--- src/hw/rtl/sexpr_token_scanner_defines.svh ---
// ----------------------------------------------------------------------------
// sexpr_token_scanner_defines
// assertion macros shared by the s-expression scanner modules
// ----------------------------------------------------------------------------
`ifndef SEXPR_TOKEN_SCANNER_DEFINES_SVH
`define SEXPR_TOKEN_SCANNER_DEFINES_SVH

// same-cycle implication, clocked on clk, off during rst
`define STS_ASSERT_IMPLY(name, ante, cons) \
  name: assert property (@(posedge clk) disable iff (rst) (ante) |-> (cons)) \
    else $error("sexpr scanner check failed");

// next-cycle implication, clocked on clk, off during rst
`define STS_ASSERT_NEXT(name, ante, cons) \
  name: assert property (@(posedge clk) disable iff (rst) (ante) |=> (cons)) \
    else $error("sexpr scanner check failed");

`endif

--- src/hw/rtl/sts_pkg.sv ---
// ----------------------------------------------------------------------------
// sts_pkg
// types and constants of the s-expression token scanner
// ----------------------------------------------------------------------------
`default_nettype none

package sts_pkg;

  localparam int SYMBOL_BYTES = 7;
  localparam int SYM_W        = 8 * SYMBOL_BYTES;
  localparam int COUNT_W      = $clog2(SYMBOL_BYTES + 1);
  localparam int LEN_W        = 3;
  localparam int NUM_W        = 31;
  localparam int MAX_TOKENS   = 3;
  localparam int SLOT_W       = $clog2(MAX_TOKENS);
  localparam int CNT_W        = $clog2(MAX_TOKENS + 1);

  localparam logic [NUM_W-1:0] NUM_MAX = {NUM_W{1'b1}};

  typedef enum logic [2:0] {
    KIND_LPAREN = 3'd0,
    KIND_RPAREN = 3'd1,
    KIND_INT    = 3'd2,
    KIND_CHAR   = 3'd3,
    KIND_SYM    = 3'd4,
    KIND_END    = 3'd5
  } token_kind_t;

  // tokens caused by one byte; each data kind appears at most once
  typedef struct packed {
    token_kind_t [MAX_TOKENS-1:0] kind;
    logic [CNT_W-1:0]             cnt;
    logic [NUM_W-1:0]             num;
    logic [7:0]                   chr;
    logic [SYM_W-1:0]             sym;
    logic [LEN_W-1:0]             len;
  } token_group_t;

endpackage

`default_nettype wire

--- src/hw/rtl/sexpr_token_scanner.sv ---
// ----------------------------------------------------------------------------
// sexpr_token_scanner
// lexer for s-expression source text, one byte per transfer in, one token out
// ----------------------------------------------------------------------------
// The scanner takes one source byte per transfer and emits parenthesis,
// integer (saturating at 2147483647), character literal, symbol (first seven
// bytes kept) and end tokens; a byte can cause up to three tokens, the last
// one marked by last_of_run. A byte is registered on input and decoded
// against the scan state in the next cycle, and its tokens are loaded into
// the result register, from which they go out. Bytes are taken one per
// cycle as long as each causes at most one token and the output is not
// stalled; the result register hands out one token per cycle while the
// output is not stalled, so a byte that causes several tokens holds it until
// its last one is taken; a byte that causes none passes without using it.
// ----------------------------------------------------------------------------
`default_nettype none

module sexpr_token_scanner (
  input  wire logic                         clk,
  input  wire logic                         rst,
  // source byte channel
  input  wire logic                         in_valid,
  output logic                              in_stall,
  input  wire logic [7:0]                   text_byte,
  input  wire logic                         end_of_text,
  // token channel
  output logic                              out_valid,
  input  wire logic                         out_stall,
  output logic [2:0]                        token_kind,
  output logic [sts_pkg::NUM_W-1:0]         number_value,
  output logic [7:0]                        char_value,
  output logic [sts_pkg::SYM_W-1:0]         symbol_text,
  output logic [sts_pkg::LEN_W-1:0]         symbol_length,
  output logic                              last_of_run
);
  import sts_pkg::*;

  // tokens of the byte in decode, and the result register's room for them
  token_group_t grp;
  logic         grp_load;
  logic         grp_ready;

  // byte register, scan mode and accumulators, token decode
  sts_scan u_scan (
    .clk         (clk),
    .rst         (rst),
    .in_valid    (in_valid),
    .in_stall    (in_stall),
    .text_byte   (text_byte),
    .end_of_text (end_of_text),
    .grp_ready   (grp_ready),
    .grp_load    (grp_load),
    .grp         (grp)
  );

  // result register, drains one token per transfer
  sts_token_buf u_token_buf (
    .clk           (clk),
    .rst           (rst),
    .grp_load      (grp_load),
    .grp_in        (grp),
    .grp_ready     (grp_ready),
    .out_valid     (out_valid),
    .out_stall     (out_stall),
    .token_kind    (token_kind),
    .number_value  (number_value),
    .char_value    (char_value),
    .symbol_text   (symbol_text),
    .symbol_length (symbol_length),
    .last_of_run   (last_of_run)
  );

endmodule

`default_nettype wire

--- src/hw/rtl/sts_scan.sv ---
// ----------------------------------------------------------------------------
// sts_scan
// input byte register, scan state and token decode for one byte
// ----------------------------------------------------------------------------
`default_nettype none

`include "sexpr_token_scanner_defines.svh"

module sts_scan (
  input  wire logic                clk,
  input  wire logic                rst,
  input  wire logic                in_valid,
  output logic                     in_stall,
  input  wire logic [7:0]          text_byte,
  input  wire logic                end_of_text,
  input  wire logic                grp_ready,
  output logic                     grp_load,
  output sts_pkg::token_group_t    grp
);
  import sts_pkg::*;

  localparam logic [7:0] CH_QUOTE  = 8'h27;
  localparam logic [7:0] CH_LPAREN = 8'h28;
  localparam logic [7:0] CH_RPAREN = 8'h29;
  localparam logic [7:0] CH_ZERO   = 8'h30;
  localparam logic [7:0] CH_NUL    = 8'h00;
  localparam int         RADIX     = 10;
  localparam int         PROD_W    = NUM_W + 4;

  typedef enum logic [1:0] {
    MODE_IDLE,
    MODE_INT,
    MODE_CHAR,
    MODE_SYM
  } mode_t;

  function automatic logic is_digit(input logic [7:0] c);
    return (c >= 8'h30) && (c <= 8'h39);
  endfunction

  function automatic logic is_space(input logic [7:0] c);
    return (c == 8'h20) || ((c >= 8'h09) && (c <= 8'h0d));
  endfunction

  function automatic logic is_graph(input logic [7:0] c);
    return (c >= 8'h21) && (c <= 8'h7e);
  endfunction

  logic               q_valid;
  logic [7:0]         q_byte;
  logic               q_eot;
  mode_t              mode, mode_next;
  logic [NUM_W-1:0]   accum, accum_next;
  logic [7:0]         lit, lit_next;
  logic [SYM_W-1:0]   store, store_next;
  logic [COUNT_W-1:0] count, count_next;
  logic               adv;
  logic [PROD_W-1:0]  prod;
  logic [3:0]         digit;
  token_group_t       g;

  assign digit = 4'(q_byte - CH_ZERO);
  assign prod  = PROD_W'(accum) * PROD_W'(RADIX) + PROD_W'(digit);

  always_comb begin
    logic             idle_proc;
    logic [CNT_W-1:0] n;
    mode_next  = mode;
    accum_next = accum;
    lit_next   = lit;
    store_next = store;
    count_next = count;
    g          = '0;
    n          = '0;
    idle_proc  = 1'b0;

    case (mode)
      MODE_INT: begin
        if (is_digit(q_byte)) begin
          accum_next = (prod > PROD_W'(NUM_MAX)) ? NUM_MAX : prod[NUM_W-1:0];
        end else begin
          g.kind[SLOT_W'(n)] = KIND_INT;
          g.num              = accum;
          n                  = n + CNT_W'(1);
          mode_next          = MODE_IDLE;
          accum_next         = '0;
          idle_proc          = 1'b1;
        end
      end
      MODE_CHAR: begin
        if (q_byte == CH_QUOTE) begin
          g.kind[SLOT_W'(n)] = KIND_CHAR;
          g.chr              = lit;
          n                  = n + CNT_W'(1);
          mode_next          = MODE_IDLE;
          lit_next           = '0;
        end else begin
          lit_next = q_byte;
        end
      end
      MODE_SYM: begin
        if (q_byte == CH_NUL || q_byte == CH_LPAREN || q_byte == CH_RPAREN ||
            is_space(q_byte)) begin
          g.kind[SLOT_W'(n)] = KIND_SYM;
          g.sym              = store;
          g.len              = LEN_W'(count);
          n                  = n + CNT_W'(1);
          mode_next          = MODE_IDLE;
          store_next         = '0;
          count_next         = '0;
          idle_proc          = 1'b1;
        end else if (is_graph(q_byte) && count < COUNT_W'(SYMBOL_BYTES)) begin
          for (int i = 0; i < SYMBOL_BYTES; i++) begin
            if (COUNT_W'(i) == count) store_next[8*i +: 8] = q_byte;
          end
          count_next = count + COUNT_W'(1);
        end
      end
      default: idle_proc = 1'b1;
    endcase

    // between tokens: start a token or emit a parenthesis
    if (idle_proc) begin
      if (is_digit(q_byte)) begin
        mode_next  = MODE_INT;
        accum_next = NUM_W'(digit);
      end else if (q_byte == CH_QUOTE) begin
        mode_next = MODE_CHAR;
        lit_next  = '0;
      end else if (q_byte == CH_LPAREN) begin
        g.kind[SLOT_W'(n)] = KIND_LPAREN;
        n                  = n + CNT_W'(1);
      end else if (q_byte == CH_RPAREN) begin
        g.kind[SLOT_W'(n)] = KIND_RPAREN;
        n                  = n + CNT_W'(1);
      end else if (is_graph(q_byte)) begin
        mode_next  = MODE_SYM;
        store_next = SYM_W'(q_byte);
        count_next = COUNT_W'(1);
      end
    end

    // end of text: flush a pending integer or symbol, drop a literal
    if (q_eot) begin
      if (mode_next == MODE_INT) begin
        g.kind[SLOT_W'(n)] = KIND_INT;
        g.num              = accum_next;
        n                  = n + CNT_W'(1);
      end else if (mode_next == MODE_SYM) begin
        g.kind[SLOT_W'(n)] = KIND_SYM;
        g.sym              = store_next;
        g.len              = LEN_W'(count_next);
        n                  = n + CNT_W'(1);
      end
      g.kind[SLOT_W'(n)] = KIND_END;
      n                  = n + CNT_W'(1);
      mode_next          = MODE_IDLE;
      accum_next         = '0;
      lit_next           = '0;
      store_next         = '0;
      count_next         = '0;
    end
    g.cnt = n;
  end

  assign adv      = q_valid && (g.cnt == '0 || grp_ready);
  assign in_stall = q_valid && !adv;
  assign grp_load = adv && (g.cnt != '0);
  assign grp      = g;

  always_ff @(posedge clk) begin
    if (rst) begin
      q_valid <= 1'b0;
      mode    <= MODE_IDLE;
      accum   <= '0;
      lit     <= '0;
      store   <= '0;
      count   <= '0;
    end else begin
      if (in_valid && !in_stall) begin
        q_valid <= 1'b1;
        q_byte  <= text_byte;
        q_eot   <= end_of_text;
      end else if (adv) begin
        q_valid <= 1'b0;
      end
      if (adv) begin
        mode  <= mode_next;
        accum <= accum_next;
        lit   <= lit_next;
        store <= store_next;
        count <= count_next;
      end
    end
  end

  `STS_ASSERT_IMPLY(a_idle_clear, mode == MODE_IDLE,
    accum == '0 && lit == '0 && store == '0 && count == '0)
  `STS_ASSERT_NEXT(a_eot_idle, adv && q_eot, mode == MODE_IDLE)
  `STS_ASSERT_NEXT(a_byte_held, q_valid && !adv, q_valid && $stable(q_byte))

endmodule

`default_nettype wire

--- src/hw/rtl/sts_token_buf.sv ---
// ----------------------------------------------------------------------------
// sts_token_buf
// result register: holds the tokens of one byte and hands them out in order
// ----------------------------------------------------------------------------
`default_nettype none

`include "sexpr_token_scanner_defines.svh"

module sts_token_buf (
  input  wire logic                              clk,
  input  wire logic                              rst,
  input  wire logic                              grp_load,
  input  wire sts_pkg::token_group_t             grp_in,
  output logic                                   grp_ready,
  output logic                                   out_valid,
  input  wire logic                              out_stall,
  output logic [2:0]                             token_kind,
  output logic [sts_pkg::NUM_W-1:0]              number_value,
  output logic [7:0]                             char_value,
  output logic [sts_pkg::SYM_W-1:0]              symbol_text,
  output logic [sts_pkg::LEN_W-1:0]              symbol_length,
  output logic                                   last_of_run
);
  import sts_pkg::*;

  token_group_t      grp;
  logic              grp_valid;
  logic [SLOT_W-1:0] idx;
  logic              last, take;
  token_kind_t       kind;

  assign kind      = grp.kind[idx];
  assign last      = CNT_W'(idx) == (grp.cnt - CNT_W'(1));
  assign take      = grp_valid && !out_stall;
  assign grp_ready = !grp_valid || (take && last);

  assign out_valid     = grp_valid;
  assign token_kind    = kind;
  assign number_value  = (kind == KIND_INT)  ? grp.num : '0;
  assign char_value    = (kind == KIND_CHAR) ? grp.chr : '0;
  assign symbol_text   = (kind == KIND_SYM)  ? grp.sym : '0;
  assign symbol_length = (kind == KIND_SYM)  ? grp.len : '0;
  assign last_of_run   = last;

  always_ff @(posedge clk) begin
    if (rst) begin
      grp_valid <= 1'b0;
      idx       <= '0;
    end else if (grp_load) begin
      grp       <= grp_in;
      grp_valid <= 1'b1;
      idx       <= '0;
    end else if (take) begin
      if (last) begin
        grp_valid <= 1'b0;
      end else begin
        idx <= idx + SLOT_W'(1);
      end
    end
  end

  `STS_ASSERT_IMPLY(a_idx_in_range, grp_valid,
    grp.cnt != '0 && CNT_W'(idx) < grp.cnt)
  `STS_ASSERT_NEXT(a_stall_holds, grp_valid && out_stall,
    grp_valid && $stable(idx))
  `STS_ASSERT_IMPLY(a_load_room, grp_load, grp_ready)

endmodule

`default_nettype wire

--- config.mk ---
export PLATFORM = sky130hd
export DESIGN_NAME = sexpr_token_scanner
export DESIGN_NICKNAME = d
export VERILOG_FILES = /design/src/hw/rtl/sts_pkg.sv /design/src/hw/rtl/sexpr_token_scanner.sv /design/src/hw/rtl/sts_scan.sv /design/src/hw/rtl/sts_token_buf.sv
export VERILOG_INCLUDE_DIRS = /design/src /design/src/hw/rtl
export SDC_FILE = /design/constraint.sdc
export NUM_CORES = 1
export LEC_CHECK = 0
export BUFFER_PORTS_ARGS = -buffer_cell sky130_fd_sc_hd__buf_2
export CAP_MARGIN = 0
export CORE_ASPECT_RATIO = 2
export CORE_MARGIN = 3
export CORE_UTILIZATION = 55
export DETAILED_ROUTE_END_ITERATION = 16
export GPL_TIMING_DRIVEN = 0
export PLACE_DENSITY = 0.85
export SYNTH_ARGS = -nofsm -noshare
export SYNTH_HDL_FRONTEND = slang
export SYNTH_HIERARCHICAL = 1
export SYNTH_SLANG_ARGS = --single-unit
--- constraint.sdc ---
create_clock -name clk -period 23.5 [get_ports clk]
set_input_delay 1.175 -clock clk [delete_from_list [all_inputs] [get_ports clk]]
set_output_delay 1.175 -clock clk [all_outputs]
set_load 0.02 [all_outputs]
### Word-level counts from Yosys, hierarchy flattened

Index checks and enable logic that the tools add are counted.

* add/subtract/negate cells: 8
* $mul: 1
* order comparisons: 15
* eq/ne operators: 19
* muxes and demuxes: 105
* bitwise operators: 16
* reductions and logical operators: 36

Operators with widths (number)
* $mux 56: 11
* $mux 31: 11
* $mux 59: 5
* $mux 8: 14
* $mux 9: 9
* $mux 3: 16
* $mux 2: 21
* $add 35x4->35: 1
* $gt 35x31->1 const B: 1
* $mul 31x3->34 const B: 1
* $eq 8x6->1 const B: 4
* $demux 3 s2: 3
* $not 6->6: 3
* $ge 8x6->1 const B: 2
* $logic_and 1x1->1: 13
* $and 6x6->6: 2
* $lt 2x3->1 const B: 4
* $pmux 2 s3: 2
* $mux 1: 10
* $reduce_and 2->1: 5
* $and 3x9->9: 1
* $eq 3x3->1 const A: 3
* $not 9->9: 1
* $pmux 3 s3: 1
* 33 further kinds: 56

* flip-flop bits (word level): 222
* input bits: 13
* output and inout port bits: 104

### Longest topological paths before layout

* depth after elaboration: 26
* gate-level depth with buffers: 25
* gate-level depth less buffers: 21

### Hierarchy

The synthesis kept the hierarchy.

By module, submodules not included
* sts_scan: times used 1, cells an instance 1286, area an instance 9841.9 um^2
* sts_token_buf: times used 1, cells an instance 252, area an instance 4235.3 um^2

### Least setup slack after synthesis

OpenSTA, ideal clock, no wires.

* path kind: flip-flop to flip-flop
* start point: register u_scan.q_byte[4]
* end point: register u_token_buf/grp[0] in the netlist's numbering, enable pin
* setup time: 0.579 ns
* data arrival time: 9.325 ns
* setup slack: 13.595 ns
* stages on the path, launching flop included: 23
* path buffers: 4
* clock period less this slack: 9.905 ns
* cell sequence: edfxtp_1 -> or3_1 -> buf_2 -> and4bb_2 -> a21o_1 -> clkbuf_1 -> nand2_1 -> clkbuf_1 -> nand2_1 -> ha_1 -> o21a_1 -> o2111ai_1 -> nand2_1 -> ha_1 -> mux2_2 -> ha_1 -> a2111oi_0 -> a21oi_1 -> a21oi_2 -> clkbuf_1 -> and3_1 -> inv_1 -> nor2_1

* word-level cells in the longest chain between the ends: 23

RTL lines
* start, declared: RTL line sts_scan.sv:50 `logic [7:0] q_byte;`
* start signal, assigned: RTL line sts_scan.sv:182 `q_byte <= text_byte;`
* $ge 8x4->1, or another cell as far along: RTL line sts_scan.sv:42 `return (c == 8'h20) || ((c >= 8'h09) && (c <= 8'h0d));`
* $logic_and 1x1->1 or $logic_or 1x1->1 (tied branches): RTL line sts_scan.sv:42, sts_scan.sv:102
* $logic_or 1x1->1 (on tied branches): RTL line sts_scan.sv:42, sts_scan.sv:102
* $logic_or 1x1->1: RTL line sts_scan.sv:102 `if (q_byte == CH_NUL || q_byte == CH_LPAREN || q_byte == CH_RPAREN ||`
* $mux 1 or $mux 2 (tied branches): RTL line sts_scan.sv:102
* $pmux 2 s3: RTL line sts_scan.sv:77 `case (mode)`
* $add 2x1->2 or $mux 2 (tied branches): RTL line sts_scan.sv:132, sts_scan.sv:135, sts_scan.sv:136
* $mux 2: RTL line sts_scan.sv:133 `end else if (q_byte == CH_RPAREN) begin`
* [... 8 more ...]
* $add 2x1->2: RTL line sts_scan.sv:156 `n = n + CNT_W'(1);`
* $mux 2 (*): RTL line sts_scan.sv:144 `if (q_eot) begin`
* $logic_not 2->1: RTL line sts_scan.sv:166 `assign adv = q_valid && (g.cnt == '0 || grp_ready);`
* $logic_or 1x1->1: RTL line sts_scan.sv:166
* $logic_and 1x1->1: RTL line sts_scan.sv:166
* $logic_and 1x1->1 (*): RTL line sts_scan.sv:168 `assign grp_load = adv && (g.cnt != '0);`
* via grp_load: RTL line sexpr_token_scanner.sv:40 `logic grp_load;`
* $reduce_and 2->1 (no line) (*)
* end signal, assigned: RTL line sts_token_buf.sv:50 `grp <= grp_in;`
* end, declared: RTL line sts_token_buf.sv:26 `token_group_t grp;`

The timed path passes the listed nets; every way through them passes the cells marked *. The select of a mux whose other input is x is not followed.
A chain may end at the register's enable or synchronous reset.

### Worst setup path after layout

* start point: register u_scan.q_byte[0]
* end point: register u_token_buf/grp[66] in the netlist's numbering, enable pin

Same word-level chain as after synthesis.

==> run_results.csv <==
group,metric,value,unit
status,outcome,"complete, no violations",
yosys,synth_sequential_area_ratio,40.0,%
layout,area_growth,11.7,%
yosys,syn_inst,1538,
yosys,ys_ff_latch,222,
clocking,clockBufferDepth,3,
pwr,leakagePower,0.00611,uW
setup_path,slowest_stage,"nor4_1",
grt,grt_pass1_wl,68900,um
yosys,synth_area,14100,um^2
clocking,cts_resized,0,
yosys,yosysTopAreaCell,"edfxtp_1",
yosys,ys_warn_count,6,
drt,ant_nets,0,
floorplan,num_rows,82,
setup_path,cp-end-kind,"register",
setup_path,max_stage_delay,0.65,ns
setup_path,crit_chain,"clkbuf_1, nand4_1, nor4_1, clkbuf_1, nor2_1, nand2_1, ha_1, o41ai_1, a21oi_1, a31oi_1, nand2_1, ha_1, mux2_2, ha_1, a2111oi_0, a21oi_1, a21oi_2, clkbuf_1, and3_1, inv_1, nor2_4, buf_12, buf_12",
timing,final_hold_viol_count,0,
place,gp_congestion,0.978,
layout,final_util,62.6,%
setup_path,critPathTopFamily,"simple AND/OR/NAND/NOR gates",
clocking,hold_buffers,0,
setup_path,crit_fanout,39,
grt,grt_max_degree,40,
timing,fmax,127,MHz
timing,period_minus_slack,7.87,ns
drt,vias,13326,
place,dp_hpwl,34700,um
timing,fin_tns_setup,0,ns
setup_path,cp_data_required_time,23.71,ns
drt,via_per_inst,6.57,
drt,drt_iter0_drc,1100,
yosys,synth.top_cell.area_share,25.2,%
timing,worstMarginPinSlew,1.17,ns
floorplan,pin_count,117,
yosys,syn_nets,1626,
timing,finalSetupViolCount,0,
floorplan,core-area,25100,um^2
setup_path,cp.arrival,8.08,ns
pwr,power.density,48.5,nW/um^2
grt,grt_overflow,0,
pwr,peakVddDrop,0.0395,mV
floorplan,die-area,27700,um^2
timing,fin_skew,0.0178,ns
place,pre_cts_ws,15.97,ns
clocking,root_buffer,"clkbuf_16",
timing,final_max_slew_viol_count,0,
clocking,clkLatencyLatePin,0.52,ns
clocking,path_clk_slew,0.07,ns
layout,final_nets,1766,
timing,fin_crit_sh,33.5,%
drt,drt_wl_total,44700,um
clocking,htreeDepth,1,
grt,antenna_found_initial,1,
timing,whs,0.457,ns
place,port_buffers,116,
yosys,synth-async-reset-ratio,0,%
timing,relSlewSlack,21.6,%
setup_path,path_class,"reg2reg",
yosys,synth_edf_count,118,
drt,drc,0,
setup_path,path_buf_inv,6,
grt,grt_pass1_vias,13410,
drt,wl_per_cell,22.1,um
run,cap_violations,0,
floorplan,die_w,119,um
layout,final_common_cell,"buf_2",
yosys,yosys_most_used_dff,"edfxtp_1",
layout,final_cell_mix,"buf_2 (136), nand2_1 (126), edfxtp_1 (118)",
clocking,postCtsSetupRepairBufs,0,
timing,grt_setup_unrepaired,"false",
layout,drive_above_1_share,13.3,%
clocking,cts_tree,"built",
floorplan,die_h,232,um
setup_path,worstSetupStartpointType,"register",
yosys,ys_types,93,
clocking,clock-sinks,222,
worst_hold_path,hp-class,"reg2reg",
yosys,avgSynthCellArea,9.15,um^2
timing,worst_slack,15.63,ns
clocking,numCtsBuffers,19,
yosys,synthTopCellsByArea,"edfxtp_1 (25%), dfxtp_1 (15%), ha_1 (6.5%), and2_1 (5.1%), a22oi_1 (3.7%)",
pwr,power,763,uW
drt,firstDrtPassIters,6,
grt,track_usage,31.5,%
floorplan,initial_utilization,56.0,%
cell families after synthesis:
| logic type | count (synthesis) | share of synthesized area (%) |
|---|---|---|
| flops | 222 | 40.0 |
| xor+xnor | 41 | 2.55 |
| compound gates | 501 | 24.9 |
| buf+inv | 152 | 4.51 |
| fa+ha+maj | 75 | 6.77 |
| mux | 10 | 0.738 |
| simple gates | 537 | 20.6 |
report_power, final:
part / internal [uW] / switching (uW) / total [uW]
registers: 410 / 1.88 / 412
logic: 12.8 / 41.2 / 54.0
clock network: 155 / 142 / 298
total: 578 / 185 / 763
Yosys cell counts, drive strengths merged, types with 8 or more instances:
master / instances
a2111oi: 8
a211oi: 13
a21o: 18
a21oi: 107
a22o: 47
a22oi: 71
a31oi: 11
a32o: 22
and2: 115
and3: 25
buf: 35
clkbuf: 93
dfxtp: 104
edfxtp: 118
ha: 73
inv: 24
nand2: 127
nand3: 36
nand4: 36
nor2: 79
nor3: 19
nor3b: 10
nor4: 32
o211ai: 12
o21a: 11
o21ai: 97
o31ai: 28
or2: 8
or3: 12
xnor2: 30
xor2: 11
area by class of cell:
cell class | instances | area, um^2
tap | 336 | 420
fill | 2148 | 9410
buffer | 128 | 544
inverter | 24 | 90.1
antenna | 1 | 2.50
sequential | 222 | 5630
multi-input combinational | 1164 | 7840
timing repair buffer | 119 | 641
clock inverter | 9 | 61.3
clock buffer | 25 | 509
state kept, by name, summed over array words and instances (netlist names):
signal and cells:
u_scan/q_eot 1, u_token_buf/grp 109, u_token_buf/idx 2, u_scan/store 56
u_scan/lit 8, u_token_buf/out_valid 1, u_scan/mode 2, u_scan/q_valid 1
u_scan/accum 31, u_scan/q_byte 8, u_scan/count 3
worst reg2reg max path, stage by stage (launching register included):
cell and delay (ns):
edfxtp_1 0.32, clkbuf_1 0.46, nand4_1 0.33, nor4_1 0.65
clkbuf_1 0.49, nor2_1 0.22, nand2_1 0.12, ha_1 0.26
o41ai_1 0.10, a21oi_1 0.08, a31oi_1 0.48, nand2_1 0.25
ha_1 0.35, mux2_2 0.31, ha_1 0.32, a2111oi_0 0.37
a21oi_1 0.17, a21oi_2 0.42, clkbuf_1 0.48, and3_1 0.35
inv_1 0.12, nor2_4 0.39, buf_12 0.25, buf_12 0.26
final timing paths:
path	start	endpoint	slack [ns]	cells past startpoint
hold / removal	u_scan/store[7]$_SDFFE_PP0P_	u_scan/store[7]$_SDFFE_PP0P_	0.46	1
setup reg to reg	u_scan/q_byte[0]$_DFFE_PP_	u_token_buf/grp[66]$_DFFE_PP_	15.63	23
hold reg to reg	u_scan/store[7]$_SDFFE_PP0P_	u_scan/store[7]$_SDFFE_PP0P_	0.46	1
setup / recovery	u_scan/q_byte[0]$_DFFE_PP_	u_token_buf/grp[66]$_DFFE_PP_	15.63	23
metal layers:
layer  GRT usage (%)  share of wire (%)
met3            4.12                5.4
met1            26.6                 30
met5               0                  0
met4            31.6                 12
met2            60.0                 53
stage by stage:
step | std cells | area [um^2]
3_5_place_dp | 1993 | 15200
3_3_place_gp | 1990 | 15100
5_1_grt | 2027 | 15700
6_report | 2028 | 15700
4_1_cts | 2027 | 15700
2_1_floorplan | 1538 | 14100
(Power assumes the default switching activity.)
